$ cat src/design/line_box_intersection_core_macros.svh
// ----------------------------------------------------------------------------
// Assertion macros for the line/box intersection core
// Concurrent checks that compile away when SYNTHESIS is defined.
// ----------------------------------------------------------------------------
`ifndef LINE_BOX_INTERSECTION_CORE_MACROS_SVH
`define LINE_BOX_INTERSECTION_CORE_MACROS_SVH
`ifndef SYNTHESIS
// antecedent implies consequent in the same cycle
`define LBI_ASSERT_IMP(lbl, clk_s, rst_s, ante, cons) \
  lbl: assert property (@(posedge clk_s) disable iff (rst_s) (ante) |-> (cons)) \
    else $error("line box core: implication check failed");
// condition must never hold
`define LBI_ASSERT_NEVER(lbl, clk_s, rst_s, cond) \
  lbl: assert property (@(posedge clk_s) disable iff (rst_s) !(cond)) \
    else $error("line box core: forbidden condition seen");
`else
`define LBI_ASSERT_IMP(lbl, clk_s, rst_s, ante, cons)
`define LBI_ASSERT_NEVER(lbl, clk_s, rst_s, cond)
`endif
`endif

$ cat src/design/lbi_pkg.sv
// ----------------------------------------------------------------------------
// Line/box intersection package
// Shared types, pipeline depths and register codes.
// ----------------------------------------------------------------------------
`default_nettype none
package lbi_pkg;

  // divider: two quotient bits per stage, 32 quotient bits
  localparam int QBITS           = 32;
  localparam int STEPS_PER_STAGE = 2;
  localparam int DIV_STAGES      = QBITS / STEPS_PER_STAGE;
  localparam int DIV_LAT         = DIV_STAGES + 2;
  localparam int FACE_LAT        = 2;
  localparam int SEG_LAT         = 7;
  localparam int POST_LAT        = DIV_LAT + FACE_LAT + SEG_LAT;
  localparam int PIPE_LAT        = POST_LAT + 1;

  localparam int NUM_FACES = 6;
  localparam int FACE_IDX_W = 3;
  localparam int ADDR_W = 5;

  typedef logic signed [31:0] q_t;

  localparam q_t Q_MAX = 32'sh7FFF_FFFF;
  localparam q_t Q_MIN = 32'sh8000_0000;

  typedef enum logic [2:0] {
    REG_MIN_X = 3'd0,
    REG_MIN_Y = 3'd1,
    REG_MIN_Z = 3'd2,
    REG_MAX_X = 3'd3,
    REG_MAX_Y = 3'd4,
    REG_MAX_Z = 3'd5
  } reg_idx_t;

  typedef struct packed {
    logic signed [31:0] origin_x;
    logic signed [31:0] origin_y;
    logic signed [31:0] origin_z;
    logic signed [31:0] dir_x;
    logic signed [31:0] dir_y;
    logic signed [31:0] dir_z;
  } line_t;

  typedef struct packed {
    logic               hit;
    logic signed [31:0] seg_start_x;
    logic signed [31:0] seg_start_y;
    logic signed [31:0] seg_start_z;
    logic signed [31:0] seg_end_x;
    logic signed [31:0] seg_end_y;
    logic signed [31:0] seg_end_z;
  } seg_t;

  // one face crossing: hit flag and crossing point
  typedef struct packed {
    logic hit;
    q_t   x;
    q_t   y;
    q_t   z;
  } hit_pt_t;

endpackage
`default_nettype wire

$ cat src/design/lbi_div_lane.sv
// ----------------------------------------------------------------------------
// Pipelined saturating divider lane
// Computes sat32((num * 2^16) / den), truncated toward zero, two bits a stage.
// ----------------------------------------------------------------------------
`default_nettype none
module lbi_div_lane (
  input  logic               clk,
  input  logic signed [32:0] num,
  input  lbi_pkg::q_t        den,
  output lbi_pkg::q_t        quot
);

  logic [32:0] num_abs;
  logic [31:0] den_abs;
  logic [48:0] num_mag;

  logic [31:0] rem_q [lbi_pkg::DIV_STAGES+1];
  logic [31:0] nbits [lbi_pkg::DIV_STAGES+1];
  logic [31:0] quo   [lbi_pkg::DIV_STAGES+1];
  logic [31:0] dm    [lbi_pkg::DIV_STAGES+1];
  logic        neg   [lbi_pkg::DIV_STAGES+1];
  logic        ovf   [lbi_pkg::DIV_STAGES+1];

  lbi_pkg::q_t sat_w;

  // take magnitudes, flag quotients that cannot fit 32 bits
  always_comb begin
    num_abs = num[32] ? 33'(-num) : 33'(num);
    den_abs = den[31] ? 32'(-den) : 32'(den);
    num_mag = {num_abs, 16'h0000};
  end

  always_ff @(posedge clk) begin
    rem_q[0] <= 32'(num_mag[48:32]);
    nbits[0] <= num_mag[31:0];
    quo[0]   <= '0;
    dm[0]    <= den_abs;
    neg[0]   <= num[32] ^ den[31];
    ovf[0]   <= (32'(num_mag[48:32]) >= den_abs);
  end

  // restoring division stages
  for (genvar gs = 0; gs < lbi_pkg::DIV_STAGES; gs++) begin : g_stage
    logic [31:0] r_w;
    logic [31:0] n_w;
    logic [31:0] q_w;
    logic [32:0] trial;

    always_comb begin
      r_w   = rem_q[gs];
      n_w   = nbits[gs];
      q_w   = quo[gs];
      trial = '0;
      for (int k = 0; k < lbi_pkg::STEPS_PER_STAGE; k++) begin
        trial = {r_w, n_w[31]};
        n_w   = {n_w[30:0], 1'b0};
        if (trial >= {1'b0, dm[gs]}) begin
          r_w = 32'(trial - {1'b0, dm[gs]});
          q_w = {q_w[30:0], 1'b1};
        end else begin
          r_w = trial[31:0];
          q_w = {q_w[30:0], 1'b0};
        end
      end
    end

    always_ff @(posedge clk) begin
      rem_q[gs+1] <= r_w;
      nbits[gs+1] <= n_w;
      quo[gs+1]   <= q_w;
      dm[gs+1]    <= dm[gs];
      neg[gs+1]   <= neg[gs];
      ovf[gs+1]   <= ovf[gs];
    end
  end

  // apply sign and saturate
  always_comb begin
    if (ovf[lbi_pkg::DIV_STAGES]) begin
      sat_w = neg[lbi_pkg::DIV_STAGES] ? lbi_pkg::Q_MIN : lbi_pkg::Q_MAX;
    end else if (!neg[lbi_pkg::DIV_STAGES]) begin
      sat_w = quo[lbi_pkg::DIV_STAGES][31] ? lbi_pkg::Q_MAX : quo[lbi_pkg::DIV_STAGES];
    end else if (quo[lbi_pkg::DIV_STAGES] > 32'h8000_0000) begin
      sat_w = lbi_pkg::Q_MIN;
    end else begin
      sat_w = 32'(-quo[lbi_pkg::DIV_STAGES]);
    end
  end

  always_ff @(posedge clk) begin
    quot <= sat_w;
  end

endmodule
`default_nettype wire

$ cat config.mk
export PLATFORM = sky130hd
export DESIGN_NAME = lbi_div_lane
export DESIGN_NICKNAME = d
export VERILOG_FILES = /design/src/design/line_box_intersection_core_macros.svh /design/src/design/lbi_pkg.sv /design/src/design/lbi_div_lane.sv
export SDC_FILE = /design/constraint.sdc
export NUM_CORES = 2
export LEC_CHECK = 0
export BUFFER_PORTS_ARGS = -buffer_cell sky130_fd_sc_hd__buf_2
export CAP_MARGIN = 15
export CORE_ASPECT_RATIO = 1.25
export CORE_MARGIN = 8
export CORE_UTILIZATION = 35
export DETAILED_ROUTE_END_ITERATION = 12
export HOLD_SLACK_MARGIN = 0.02
export PLACE_DENSITY = 0.49
export SLEW_MARGIN = 25
export SYNTH_ARGS = -nofsm -noshare
export SYNTH_HDL_FRONTEND = slang
export SYNTH_SLANG_ARGS = --single-unit
export TNS_END_PERCENT = 20
$ cat constraint.sdc
create_clock -name clk -period 5.9 [get_ports clk]
set_input_delay 0.295 -clock clk [delete_from_list [all_inputs] [get_ports clk]]
set_output_delay 0.295 -clock clk [all_outputs]
set_load 0.01 [all_outputs]
==> summary.txt <==
Finished Cell Area - 126,000 um2
initial DRC count - 4,197
Syn Nets - 11,560
RSZ-0062 raised after global routing - true
required time worst endpoint - 6.60 ns
slew of the pin with the lowest slew margin - 0.8890 ns
worst skew pair latency - 0.85 ns
flops & latches, synth - 1,419
Slowest-stage cell, CP - or4_4
Main synth FF type - dfxtp_1
CP arrival - 6.75 ns
fin cells - 16,900
num ports - 98
Mapped Avg Cell Area - 8.753 um2
Cell Area, Synth - 91,450 um2
Post-synth ARST share - 0
Layout Nets - 14,380
Warnings, synthesis - 0
gpl congestion - 0.9095
CTS sink count - 1,419
run status - finished with violations
worst path buffer plus inverter count - 3
share of cells above drive strength 1 - 0.3087
number of I/O port buffers - 97
Via density - 5.057
Mapped Cells - 10,450
CP endpoint kind - flop
initial antenna violation count - 15
register area share after synthesis - 0.3106
TritonCTS clock tree - yes
area share of the largest cell type after synthesis - 0.3106
vias post-DR - 85,440
placed instance area - 114,900 um2
Cells after DPL - 16,370
Die ar. - 278,000 um2
Die Ht - 587.5 um
vias in the first global route - 87,240
first-pass GRT wire length - 480,700 um
Startpoint Class - flop
Pre-Repair DR Iteration Count - 6
Slew Limit Headroom - 0.3920
GRT Residual Overflow - 0
dpl hpwl - 255,100 um
clock buffer depth - 4
failing checks - negative setup slack
most frequent cell after synthesis - dfxtp_1
largest cells by area after synthesis - dfxtp_1 31%, ha_1 14%, mux2_2 6.8%
CP peak stage delay - 0.53 ns
drt total wl - 311,400 um
final worst setup slack - -0.1566 ns
largest net degree at the start of global routing - 43
f_max - 165.1 MHz
crit-path max FO - 6
crit-path leading delay family - compound AO/OA/AOI/OAI gates
setup violators final - 45
min Tclk post-route - 6.057 ns
Chip Width - 473.2 um
Post-synth EDFFs - 0
CTS Root Buffer Type - clkbuf_16
H-tree depth - 4
Setup CP Type - reg2reg
Hold Fails Final Rpt - 0
# rows - 210
Final Skew - 0.09935 ns
Yosys top cell by area - dfxtp_1
Worst R2R Setup Slack - -0.16 ns
P&R area growth vs syn - 37.77%
Max-Cap Viols - 0
DRC viols - 0
core area - 260,900 um2
DR WL/cell - 18.43 um
Hold/Removal Path Class - in2reg
final worst-path cycle share - 1.027
clock buffer count from CTS - 168
clock slew seen by the registers of the worst setup and hold paths - 0.07 ns
initial core utilization - 0.3505
global-route total usage across every layer - 0.2133
synth cell count leaders - 1,419 x dfxtp_1, 1,022 x ha_1, 989 x a21oi_1, 797 x inv_1, 672 x nor2_1
Distinct cells, synth - 103
max-slew violation count - 0
Antenna Violating Nets Remaining - 0
FILL cells - 24,940
worst register-to-register path, stage by stage (launching register included):
cell and delay [ns]:
dfxtp_2 0.34, inv_2 0.05, ha_4 0.26, a21oi_2 0.15
o211ai_1 0.12, a21o_1 0.24, a211oi_4 0.28, a211o_1 0.22
a211oi_2 0.08, or3_1 0.38, o31a_1 0.30, o21ba_4 0.26
mux2_4 0.33, ha_4 0.22, or4_4 0.53, o21ai_4 0.10
a211oi_4 0.06, o21ai_2 0.19, a21oi_2 0.10, o211ai_1 0.28
a41oi_2 0.18, o31ai_2 0.28, nand2_1 0.13, a31oi_4 0.26
buf_12 0.15, buf_12 0.13, mux2_4 0.31
what timing repair did:
action / CTS / global route
hold buffers: 113 / 0
cloned: 13 / 4
buffers inserted: 48 / 65
hold endpoints to repair: 67 / 0
endpoints found under the setup margin: 488 / 487
pin swaps: 84 / 140
resized for setup: 289 / 406
flip-flops by register name, indices dropped and copies added, names as in the netlist:
signal	cells
neg	17
rem_q	497
quot	32
ovf	17
nbits	72
quo	272
dm	512
per-stage QoR:
step | hold slack [ns] | setup TNS [ns] | util | worst slack (ns)
CTS | 0.05590 | -7.671 | 0.4741 | -0.1724
global placement | 0.3095 | -146.70 | 0.4403 | -1.009
global route | 0.08400 | -54.26 | 0.4828 | -0.4483
finish | 0.1231 | -4.192 | 0.4829 | -0.1566
detailed placement | 0.3121 | -159.89 | 0.4403 | -0.9541
floorplan | 0.3096 | -1.901 | - | -0.03771
final timing paths:
| path | cells past startpoint | end | startpoint |
|---|---|---|---|
| worst max-delay path | 26 | rem_q[0][174] | dm[0][135] |
| worst min-delay path | 2 | nbits[0][14] | num[0] |
| worst max register to register | 26 | rem_q[0][174] | dm[0][135] |
| worst min register to register | 0 | nbits[0][113] | nbits[0][81] |
per-layer routing:
metal / vias to the layer above / wire length [um] / global-route usage
met2: 1478 / 157900 / 0.3974
met3: 522 / 10400 / 0.02112
met5: - / 27 / 0
met4: 4 / 12560 / 0.07698
met1: 40270 / 130500 / 0.2517
li1: 43160 / - / -
logic make-up (layout without fill, tap and decap cells):
group	count (synthesis)	in the layout	share of synthesized area
AO/OA/AOI/OAI	3040	3040	0.2112
other	0	4	0
XOR/XNOR	863	863	0.08265
flip-flops	1419	1419	0.3106
adder cells (fa/ha/maj)	1046	1046	0.1451
multiplexers	654	654	0.07993
AND/OR/NAND/NOR	2422	2422	0.1273
buffers and inverters	1003	3950	0.04310
final cells by class:
cell class	count	area (um2)	share of cell area
Multi-Input combinational cell	8025	61880	0.4912
Sequential cell	1419	28470	0.2260
Timing Repair Buffer	2852	22380	0.1777
Clock buffer	207	4603	0.03654
Tap cell	3498	4377	0.03474
Inverter	801	3018	0.02395
Clock inverter	90	1236	0.009812
Antenna cell	4	10.01	0.00007945
placed cells by master, fill, tap and decap left out, drive strengths merged, types with 124 or more instances in the layout:
cell	synthesis	routed
clkbuf	124	212
mux2	610	610
nor2	672	672
nand2b	131	131
a21oi	992	992
xor2	265	265
dfxtp	1419	1419
buf	78	2732
a21o	435	435
o21ai	615	615
nand2	651	651
inv	800	812
o21a	150	150
ha	1022	1022
nand3	182	182
nor3	160	160
xnor2	598	598
nand4	124	124
Power is not shown: default switching activity piles up to over one toggle a cycle in this logic, so the estimate is an artifact.
